[src/cnalu_pkg.sv]
package cnalu_pkg;

  typedef enum logic [2:0] {
    MODE_ADD = 3'd0,
    MODE_SUB = 3'd1,
    MODE_MUL = 3'd2,
    MODE_DIV = 3'd3,
    MODE_CMP = 3'd4,
    MODE_MAG = 3'd5,
    MODE_ARG = 3'd6
  } mode_e;

  typedef enum logic [1:0] {
    ST_OK   = 2'd0,
    ST_DIV0 = 2'd1,
    ST_SAT  = 2'd2
  } status_e;

  // quotient bits of the divider, root bits of the square root
  localparam int DIV_BITS   = 33;
  localparam int SQRT_BITS  = 32;
  localparam int ATAN_ENTRIES = 24;
  localparam int ANGLE_BITS = 30;
  localparam int CX_W = 44;
  localparam int CZ_W = 35;
  localparam logic [CZ_W-1:0] PI_Q30 = 35'd3373259426;

  typedef struct packed {
    logic [63:0]     den;
    logic [63:0]     dr_re;
    logic [32:0]     dq_re;
    logic [32:0]     dn_re;
    logic [63:0]     dr_im;
    logic [32:0]     dq_im;
    logic [32:0]     dn_im;
    logic [63:0]     sq_v;
    logic [34:0]     sq_rem;
    logic [31:0]     sq_root;
    logic [CX_W-1:0] cx;
    logic [CX_W-1:0] cy;
    logic [CZ_W-1:0] cz;
    logic            cspec;
  } iter_t;

  typedef struct packed {
    logic [2:0]  mode;
    logic        eq;
    logic [31:0] e_re;
    logic [31:0] e_im;
    logic        e_sat;
    logic        re_neg;
    logic        im_neg;
    logic        re_ovf;
    logic        im_ovf;
    logic        den_zero;
  } side_t;

  typedef struct packed {
    logic        sat;
    logic [31:0] val;
  } pack_t;

  // atan(2^-i) in Q30
  function automatic logic [29:0] atan_q30(input int idx);
    logic [29:0] v;
    case (idx)
      0:  v = 30'd843314857;
      1:  v = 30'd497837829;
      2:  v = 30'd263043837;
      3:  v = 30'd133525159;
      4:  v = 30'd67021687;
      5:  v = 30'd33543516;
      6:  v = 30'd16775851;
      7:  v = 30'd8388437;
      8:  v = 30'd4194283;
      9:  v = 30'd2097149;
      10: v = 30'd1048576;
      11: v = 30'd524288;
      12: v = 30'd262144;
      13: v = 30'd131072;
      14: v = 30'd65536;
      15: v = 30'd32768;
      16: v = 30'd16384;
      17: v = 30'd8192;
      18: v = 30'd4096;
      19: v = 30'd2048;
      20: v = 30'd1024;
      21: v = 30'd512;
      22: v = 30'd256;
      23: v = 30'd128;
      default: v = 30'd0;
    endcase
    return v;
  endfunction

  // sign and magnitude to saturated 32-bit two's complement
  function automatic pack_t pack32(input logic neg, input logic [63:0] mag);
    pack_t p;
    p.sat = 1'b0;
    if (!neg) begin
      if (mag > 64'h7fff_ffff) begin
        p.sat = 1'b1;
        p.val = 32'h7fff_ffff;
      end else begin
        p.val = mag[31:0];
      end
    end else begin
      if (mag > 64'h8000_0000) begin
        p.sat = 1'b1;
        p.val = 32'h8000_0000;
      end else begin
        p.val = 32'd0 - mag[31:0];
      end
    end
    return p;
  endfunction

endpackage

[src/cnalu_iter_stage.sv]
module cnalu_iter_stage #(
  parameter int STEP = 0,
  parameter int CORDIC_STEPS = 16
) (
  input  logic              clk_i,
  input  cnalu_pkg::iter_t  s_i,
  output cnalu_pkg::iter_t  s_o
);

  cnalu_pkg::iter_t s_d, s_q;
  logic [63:0] r_re, r_im;
  logic [34:0] rem, trial;
  logic [cnalu_pkg::CX_W-1:0] xs, ys;
  logic [cnalu_pkg::CZ_W-1:0] at;

  always_comb begin
    s_d = s_i;

    // one quotient bit per stage for each part
    r_re = {s_i.dr_re[62:0], s_i.dn_re[32]};
    r_im = {s_i.dr_im[62:0], s_i.dn_im[32]};
    s_d.dn_re = {s_i.dn_re[31:0], 1'b0};
    s_d.dn_im = {s_i.dn_im[31:0], 1'b0};
    if (r_re >= s_i.den) begin
      s_d.dr_re = r_re - s_i.den;
      s_d.dq_re = {s_i.dq_re[31:0], 1'b1};
    end else begin
      s_d.dr_re = r_re;
      s_d.dq_re = {s_i.dq_re[31:0], 1'b0};
    end
    if (r_im >= s_i.den) begin
      s_d.dr_im = r_im - s_i.den;
      s_d.dq_im = {s_i.dq_im[31:0], 1'b1};
    end else begin
      s_d.dr_im = r_im;
      s_d.dq_im = {s_i.dq_im[31:0], 1'b0};
    end

    // one root bit per stage
    rem   = {s_i.sq_rem[32:0], s_i.sq_v[63:62]};
    trial = {1'b0, s_i.sq_root, 2'b01};
    if (STEP < cnalu_pkg::SQRT_BITS) begin
      s_d.sq_v = {s_i.sq_v[61:0], 2'b00};
      if (rem >= trial) begin
        s_d.sq_rem  = rem - trial;
        s_d.sq_root = {s_i.sq_root[30:0], 1'b1};
      end else begin
        s_d.sq_rem  = rem;
        s_d.sq_root = {s_i.sq_root[30:0], 1'b0};
      end
    end

    // cordic vectoring rotation
    xs = $signed(s_i.cx) >>> STEP;
    ys = $signed(s_i.cy) >>> STEP;
    at = cnalu_pkg::CZ_W'(cnalu_pkg::atan_q30(STEP));
    if (STEP < CORDIC_STEPS && STEP < cnalu_pkg::ATAN_ENTRIES && !s_i.cspec) begin
      if (!s_i.cy[cnalu_pkg::CX_W-1]) begin
        s_d.cx = s_i.cx + ys;
        s_d.cy = s_i.cy - xs;
        s_d.cz = s_i.cz + at;
      end else begin
        s_d.cx = s_i.cx - ys;
        s_d.cy = s_i.cy + xs;
        s_d.cz = s_i.cz - at;
      end
    end
  end

  always_ff @(posedge clk_i) begin
    s_q <= s_d;
  end

  assign s_o = s_q;

endmodule

[config.mk]
export PLATFORM = sky130hd
export DESIGN_NAME = cnalu_iter_stage
export DESIGN_NICKNAME = d
export VERILOG_FILES = /design/src/cnalu_pkg.sv /design/src/cnalu_iter_stage.sv
export SDC_FILE = /design/constraint.sdc
export NUM_CORES = 1
export LEC_CHECK = 0
export CAP_MARGIN = 10
export CORE_AREA = 2 2 453 455
export CTS_CLUSTER_SIZE = 30
export DETAILED_ROUTE_END_ITERATION = 12
export DIE_AREA = 0 0 455 457
export DONT_BUFFER_PORTS = 1
export PLACE_DENSITY = 0.3
export SYNTH_ARGS = -nofsm -noshare
export SYNTH_HDL_FRONTEND = slang
export SYNTH_SLANG_ARGS = --single-unit
[constraint.sdc]
create_clock -name clk_i -period 16.6 [get_ports clk_i]
set_clock_uncertainty 0.1 [all_clocks]
set_input_delay 4.98 -clock clk_i [delete_from_list [all_inputs] [get_ports clk_i]]
set_output_delay 4.98 -clock clk_i [all_outputs]
set_load 0.01 [all_outputs]
After elaboration in Yosys (flattened, before gate mapping)
Index checks and enable logic that the tools add are counted.
{"block": "op_classes", "order_cmp": 3, "add_sub_neg": 8, "muxes": 5}
{"op": "2-to-1 mux 123 bit", "count": 2}
{"op": "2-to-1 mux 97 bit", "count": 2}
{"op": ">= comparator 64 bit", "count": 2}
{"op": "subtractor 64 bit", "count": 2}
{"op": "subtractor 44 bit", "count": 2}
{"op": "2-to-1 mux 67 bit", "count": 1}
{"op": "adder 44 bit", "count": 1}
{"op": "adder 35 x 30 -> 35 bit, second input constant", "count": 1}
{"op": ">= comparator 35 x 34 -> 1 bit", "count": 1}
{"op": "subtractor 35 x 30 -> 35 bit, second input constant", "count": 1}
{"op": "subtractor 35 x 34 -> 35 bit", "count": 1}
{"block": "word_totals", "regBits": 575, "input_bits": 580, "output_inout_bits": 579}

Logic depth before layout (Yosys ltp)
Gate-level depths: netlist (run 1).
{"block": "depth", "word_depth": 3, "mapped_depth": 17}

Least setup slack after synthesis (run 1)
Ideal clock, no wire load.
{"block": "synth_path", "kind": "in2reg", "start": "in s_i[79] in the netlist's numbering", "end": "reg s_q, in the netlist s_o[34]", "t_arrival_ps": 8461, "path_buffers": 3, "cell_stages": 15, "setup_ps": 121, "required_time_ps": 16379, "setup_slack_ps": 7918, "cell_sequence": "clkbuf_1 -> clkinv_1 -> clkbuf_1 -> clkbuf_1 -> ha_1 -> and3_1 -> and3_1 -> o311ai_1 -> a31oi_1 -> o41ai_1 -> o21ai_0 -> a21o_1 -> a21oi_1 -> xnor2_1 -> mux2_2"}
{"element": "start, declared", "line": "cnalu_iter_stage.sv:6", "source": "input cnalu_pkg::iter_t s_i,"}
{"element": "end signal, assigned", "line": "cnalu_iter_stage.sv:71", "source": "s_q <= s_d;"}
{"element": "end, declared", "line": "cnalu_iter_stage.sv:10", "source": "cnalu_pkg::iter_t s_d, s_q;"}

==> impl_metrics.json, run 1 <==
{
  "status": "completed",
  "multi_input_area_um2": 20010,
  "whs_path_depth": 0,
  "clk_pin_slew_ns": 0.06,
  "dp.cells": 6575,
  "seqPwrFrac_pct": 39.2,
  "hold_buffers": 0,
  "fmax_ghz": 0.1050,
  "port_buffers": 0,
  "relSlewSlack_pct": 30.42,
  "gp_congestion": 0.8730,
  "holdPathEnd": "s_o[574]$_DFF_P_",
  "final_common_cell": "dfxtp_1",
  "end_kind": "flop",
  "p_int_mw": 2.955,
  "tightest_slew_ns": 1.017,
  "hold_violations": 0,
  "ff_latch_area_um2": 11510,
  "die_h_um": 457,
  "path_depth": 13,
  "fill_cells": 22832,
  "routedWlPerCell_um": 26.56,
  "coreArea_um2": 203300,
  "startpoint_type": "input pin",
  "vdd_ir_drop_max_mv": 0.07071,
  "clock_power_share_pct": 39.9,
  "grtUsageTotal_pct": 16.45,
  "slowest_stage": "nor2b_4",
  "grt_max_degree": 204,
  "synth_cell_types": 87,
  "initial_core_util_pct": 16.38,
  "grt_pass1_wl_um": 241100,
  "avgSynthCellArea_um2": 8.244,
  "yosysSeqAreaShare_pct": 34.57,
  "cts_root_buffer": "clkbuf_16",
  "cts_buffers": 77,
  "cpPeakStageDelay_ns": 0.86,
  "leakagePower_nw": 16.48,
  "drv_cap": 0,
  "layoutNonFillerInstCount": 6736,
  "switching_power_mw": 1.578,
  "cts_tree": "yes",
  "crit_buf_inv": 2,
  "numClockSinks": 575,
  "required_ns": 16.97,
  "cp.arrival_ns": 9.89,
  "dieArea_um2": 207900,
  "grt_pass1_vias": 28881,
  "rows": 166,
  "min_from": "s_i[574]",
  "post_cts.repair.setup_buffers": 0,
  "clk_path_buf_depth": 3,
  "drt_pass1_iterations": 5,
  "crit_family": "compound AO/OA/AOI/OAI gates",
  "io-pin-count": 1159,
  "area_growth_pct": 16.62,
  "wirelength_um": 178900,
  "synthFlopType": "dfxtp_1",
  "via_per_inst": 4.321,
  "most-common-layout-cells": "dfxtp_1 (575), a21oi_1 (450), o21ai_0 (369)",
  "synth-async-reset-ratio_pct": 0,
  "drtIter0Drc": 1729,
  "period_share_pct": 57.37,
  "drc": 0,
  "cp_cell_sequence": "inv_1 > ha_1 > o211ai_1 > a21oi_1 > o311a_1 > a31o_2 > a21oi_1 > nor2b_1 > a211oi_1 > o2111ai_1 > nor2b_4 > buf_4 > o21ai_0",
  "fin_setup_tns_ns": 0,
  "hp-class": "input pin to flop",
  "comb_power_share_pct": 21.0,
  "syn_area_um2": 33300,
  "drive_above_1_share_pct": 4.969,
  "antenna_left": 0,
  "largest_reg_flops": 575,
  "yosysWarnings": 0,
  "post-route-min-period_ns": 9.524,
  "nets": 4892,
  "antenna_found_initial": 60,
  "timing_max_transition_violations_final": 0,
  "synth_edf_count": 0,
  "overflow": 0,
  "cp_max_fo": 85,
  "dr_total_vias": 29104,
  "rsz0062_at_grt": "no",
  "setup_viol": 0,
  "power_per_cell_area_nw_per_um2": 116.7,
  "synthCells": 4039,
  "cpMostUsedCell": "a21oi_1",
  "htreeDepth": 3,
  "path_class": "input pin to flop",
  "synth-seq-cells": 575,
  "die_w_um": 455,
  "p_sw_share_pct": 34.81,
  "dp_hpwl_um": 151100,
  "ctsResizeCount": 0
}
==> synth_stat cells, drive strengths merged (10+ instances only) <==
cell	number	share of area, %
a21boi	10	0.23
xor2	96	2.5
a21oi	451	6.8
a221oi	12	0.33
o31ai	35	0.79
mux2i	36	1.1
and3	26	0.49
clkbuf	115	1.3
nor2b	22	0.41
or2	14	0.26
ha	340	13
nand4	49	0.92
o2111ai	10	0.26
o21a	28	0.63
o21ai	370	5.6
buf	51	0.79
mux2	18	0.62
a21o	156	3.5
a31oi	36	0.72
and2	18	0.34
o21bai	67	1.5
o211ai	23	0.52
nand2b	44	0.83
nor2	280	3.2
dfxtp	575	35
inv	287	3.2
a31o	11	0.29
nand3	63	0.95
nand2	367	4.1
nor4	14	0.26
or3	20	0.38
xnor2	164	4.3
nor3	55	0.83
a211oi	22	0.53
==> layout make-up <==
class	count	share of cell area [%]
Antenna cell	23	0.1482
Clock buffer	94	5.332
Clock inverter	44	1.621
Inverter	296	2.861
Multi-Input combinational cell	3005	51.52
Sequential cell	575	29.64
Tap cell	2688	8.660
Timing Repair Buffer	11	0.2126
==> logic make-up after synthesis <==
group                    count (synthesis)  share of synthesized area (%)
AO/OA/AOI/OAI                         1342                          24.71
XOR/XNOR                               260                          6.839
adder cells (fa/ha/maj)                346                          13.14
buffers and inverters                  462                          5.426
flip-flops                             575                          34.57
multiplexers                            54                          1.702
other                                    1                        0.01126
AND/OR/NAND/NOR                        999                          13.61
==> worst max-delay path by stage <==
stage / start / end
finish: s_i[518] / s_o[491]$_DFF_P_
floorplan: s_i[79] / s_o[34]$_DFF_P_
global route: s_i[518] / s_o[491]$_DFF_P_
global placement: s_i[518] / s_o[491]$_DFF_P_
CTS: s_i[518] / s_o[491]$_DFF_P_
detailed placement: s_i[518] / s_o[491]$_DFF_P_
==> through the flow <==
stage / setup slack (ns) / power, mW / instance area (µm²) / hold slack [ns] / util, %
floorplan: 7.918 / 2.382 / 33310 / 4.908 / -
detailed placement: 6.331 / 2.770 / 36080 / 4.908 / 17.74
global route: 6.679 / 4.772 / 38810 / 4.105 / 19.09
CTS: 7.095 / 4.636 / 38780 / 4.077 / 19.07
global placement: 6.275 / 2.787 / 36080 / 4.908 / 17.74
finish: 7.076 / 4.534 / 38830 / 4.176 / 19.10
==> power groups by stage <==
stage	clock network, mW	registers, mW	logic (mW)
after floorplan	0	1.69	0.688
after global placement	0	1.83	0.959
after detailed placement	0	1.82	0.949
after CTS	1.88	1.79	0.956
after global routing	1.93	1.79	1.06
final	1.81	1.78	0.950
==> per-layer routing <==
| metal | vias to the layer above | track usage, % | wire [µm] |
|---|---|---|---|
| li1 | 14068 | - | - |
| met1 | 13802 | 17.36 | 65730 |
| met2 | 996 | 31.07 | 94820 |
| met3 | 222 | 4.379 | 12410 |
| met4 | 16 | 5.420 | 5820 |
| met5 | - | 0 | 110 |
(Power assumes the default switching activity.)
==> run 2, diff against run 1 <==
Settings changed: ABC_AREA from default to 1, CORE_AREA 2 2 453 455 to 2 2 448 450, DIE_AREA 0 0 455 457 to 0 0 450 452, PLACE_DENSITY 0.3 to 0.33.
Clock period 16.6 ns to 8.8 ns, I/O delays scaled along.
==> run 2 against run 1 <==
Global-route usage up 6.6 points; clock power up 76%; utilization up 4.4 points; largest cell class unchanged; synthesized cell count up 68%; highest routed layer unchanged; design area up 20%.
==> impl_metrics.json, run 2 <==
{
  "status": "completed",
  "drive_above_1_share_pct": 2.786,
  "area_growth_pct": 13.07,
  "period_share_pct": 68.15,
  "required_ns": 9.31,
  "io-pin-count": 1159,
  "cpMostUsedCell": "nand2_1",
  "post-synth-top-count-cell": "nand2_1",
  "setup_slack_ns": 2.803,
  "cp_cell_sequence": "inv_1 > ha_1 > fa_1 > inv_1 > nand3_1 > nand2_1 > nand2_1 > nand3_1 > nand2_1 > nand2_1 > nand2_1 > nand2_1 > nand2_2 > nand3_4 > buf_4 > nand2_1 > o21ai_0",
  "startpoint_type": "input pin",
  "cts_buffers": 71,
  "synth-async-reset-ratio_pct": 0,
  "yosysWarnings": 0,
  "synth_top_area_cell": "dfxtp_1",
  "final_common_cell": "nand2_1",
  "synth_cell_types": 50,
  "tightest_slew_ns": 1.177,
  "clk_path_buf_depth": 3,
  "relSlewSlack_pct": 21.22,
  "synth_top_area_share_pct": 27.89,
  "nets": 7692,
  "initial_core_util_pct": 20.78,
  "gp_congestion": 0.9600,
  "cts_tree": "yes",
  "setup_viol": 0,
  "wirelength_um": 244600,
  "grtUsageTotal_pct": 23.01,
  "dp_slack_ns": 2.049,
  "leakagePower_nw": 24.38,
  "largest_reg_flops": 575,
  "cp-endpoint": "s_o[343]$_DFF_P_",
  "layoutNonFillerInstCount": 9512,
  "via_per_inst": 4.544,
  "synthCells": 6801,
  "post-route-min-period_ns": 5.997,
  "drtIter0Drc": 3114,
  "antenna_found_initial": 37,
  "ctsResizeCount": 0,
  "final_area_um2": 46660,
  "htreeDepth": 3,
  "drc": 0,
  "dieArea_um2": 203400,
  "clk_pin_slew_ns": 0.07,
  "hp-class": "input pin to flop",
  "antenna_left": 0,
  "vdd_ir_drop_max_mv": 0.1378,
  "utilization_pct": 23.49,
  "avgSynthCellArea_um2": 6.068,
  "end_kind": "flop",
  "crit_path_start": "s_i[287]",
  "dpl_cell_area_um2": 44080,
  "cpPeakStageDelay_ns": 0.78,
  "drv_cap": 0,
  "drt_pass1_iterations": 6,
  "routedWlPerCell_um": 25.72,
  "cp_max_fo": 75,
  "synth.area.top_cells": "dfxtp_1 (28%), nand2_1 (21%), inv_1 (10%)",
  "die_w_um": 450,
  "yosysSeqAreaShare_pct": 27.89,
  "grt_max_degree": 105,
  "fmax_ghz": 0.1668,
  "power_per_cell_area_nw_per_um2": 189.1,
  "numClockSinks": 575,
  "grt_pass1_vias": 42436,
  "crit_buf_inv": 3,
  "synth_edf_count": 0,
  "cts_root_buffer": "clkbuf_16",
  "synthFlopType": "dfxtp_1",
  "overflow": 0,
  "synth-seq-cells": 575,
  "dp.cells": 9349,
  "hold_buffers": 0,
  "post_cts.repair.setup_buffers": 0,
  "die_h_um": 452,
  "whs_ns": 1.852,
  "slowest_stage": "nand3_4",
  "hold_violations": 0,
  "most-common-layout-cells": "nand2_1 (2302), inv_1 (1138), nor2_1 (656)",
  "crit_family": "simple AND/OR/NAND/NOR gates",
  "dp_hpwl_um": 213200,
  "path_depth": 17,
  "grt_pass1_wl_um": 330400,
  "rows": 164,
  "fin_setup_tns_ns": 0,
  "power.total_mw": 8.822,
  "yosys-top-cells-count": "nand2_1 (2302), inv_1 (1138), nor2_1 (657)",
  "port_buffers": 0,
  "rsz0062_at_grt": "no",
  "coreArea_um2": 198600,
  "path_class": "input pin to flop",
  "dr_total_vias": 43224,
  "syn_area_um2": 41270,
  "timing_max_transition_violations_final": 0,
  "cp.arrival_ns": 6.51
}
==> run 2: cell count changes after synthesis, moves of 65 or more <==
cell and delta:
clkbuf_1 -65, inv_1 +853, nand2_1 +1935, xnor2_1 -155, a21o_1 -141, nand3_1 +378
o21ai_0 -83, nor2_1 +377
==> run 2: how the worst min path moves through the flow <==
stage / from / end / slack, ns / depth (start not counted)
after floorplan: s_i[0] / s_o[0]$_DFF_P_ / 2.57 / 0
after global routing: s_i[292] / s_o[293]$_DFF_P_ / 1.80 / 0
after CTS: s_i[394] / s_o[395]$_DFF_P_ / 1.77 / 0
after global placement: s_i[409] / s_o[410]$_DFF_P_ / 2.57 / 0
after detailed placement: s_i[409] / s_o[410]$_DFF_P_ / 2.57 / 0
final: s_i[439] / s_o[440]$_DFF_P_ / 1.85 / 0
==> run 2: area by class of cell <==
type / instances / area [µm²]
Fill cell: 23293 / 152000
Timing Repair Buffer: 14 / 105.1
Clock inverter: 38 / 504.2
Tap cell: 2656 / 3323
Antenna cell: 35 / 87.58
Sequential cell: 575 / 11510
Inverter: 1151 / 4323
Clock buffer: 90 / 1991
Multi-Input combinational cell: 4953 / 24820
==> run 2: kinds of logic (layout without fill, tap and decap cells) <==
group                      count (synthesis)  in the layout  synth area share (%)
AOI/OAI and AO/OA                        851            851                 11.00
xor gates and xnor gates                 122            122                 2.589
adders and majority gates                346            346                 10.60
buffers and inverters                   1276           1293                 12.04
DFF                                      575            575                 27.89
other                                      1             39              0.009087
and+or+nand+nor                         3630           3630                 35.87
==> run 2: power breakdown <==
group | internal, mW | leakage [nW] | switching [mW]
clock | 1.86 | 1.21 | 1.33
sequential | 2.90 | 4.85 | 0.367
combinational | 0.662 | 18.3 | 1.71
==> run 2: layer usage <==
metal / vias to the layer above / global-route usage [%] / share of wire [%] / wire, µm
met4: 4 / 8.552 / 3.5 / 8546
met5: - / 0 / 0.013 / 33
met3: 233 / 4.420 / 6.2 / 15060
met1: 20319 / 28.24 / 42 / 102900
li1: 21206 / - / - / -
met2: 1462 / 39.65 / 48 / 118100
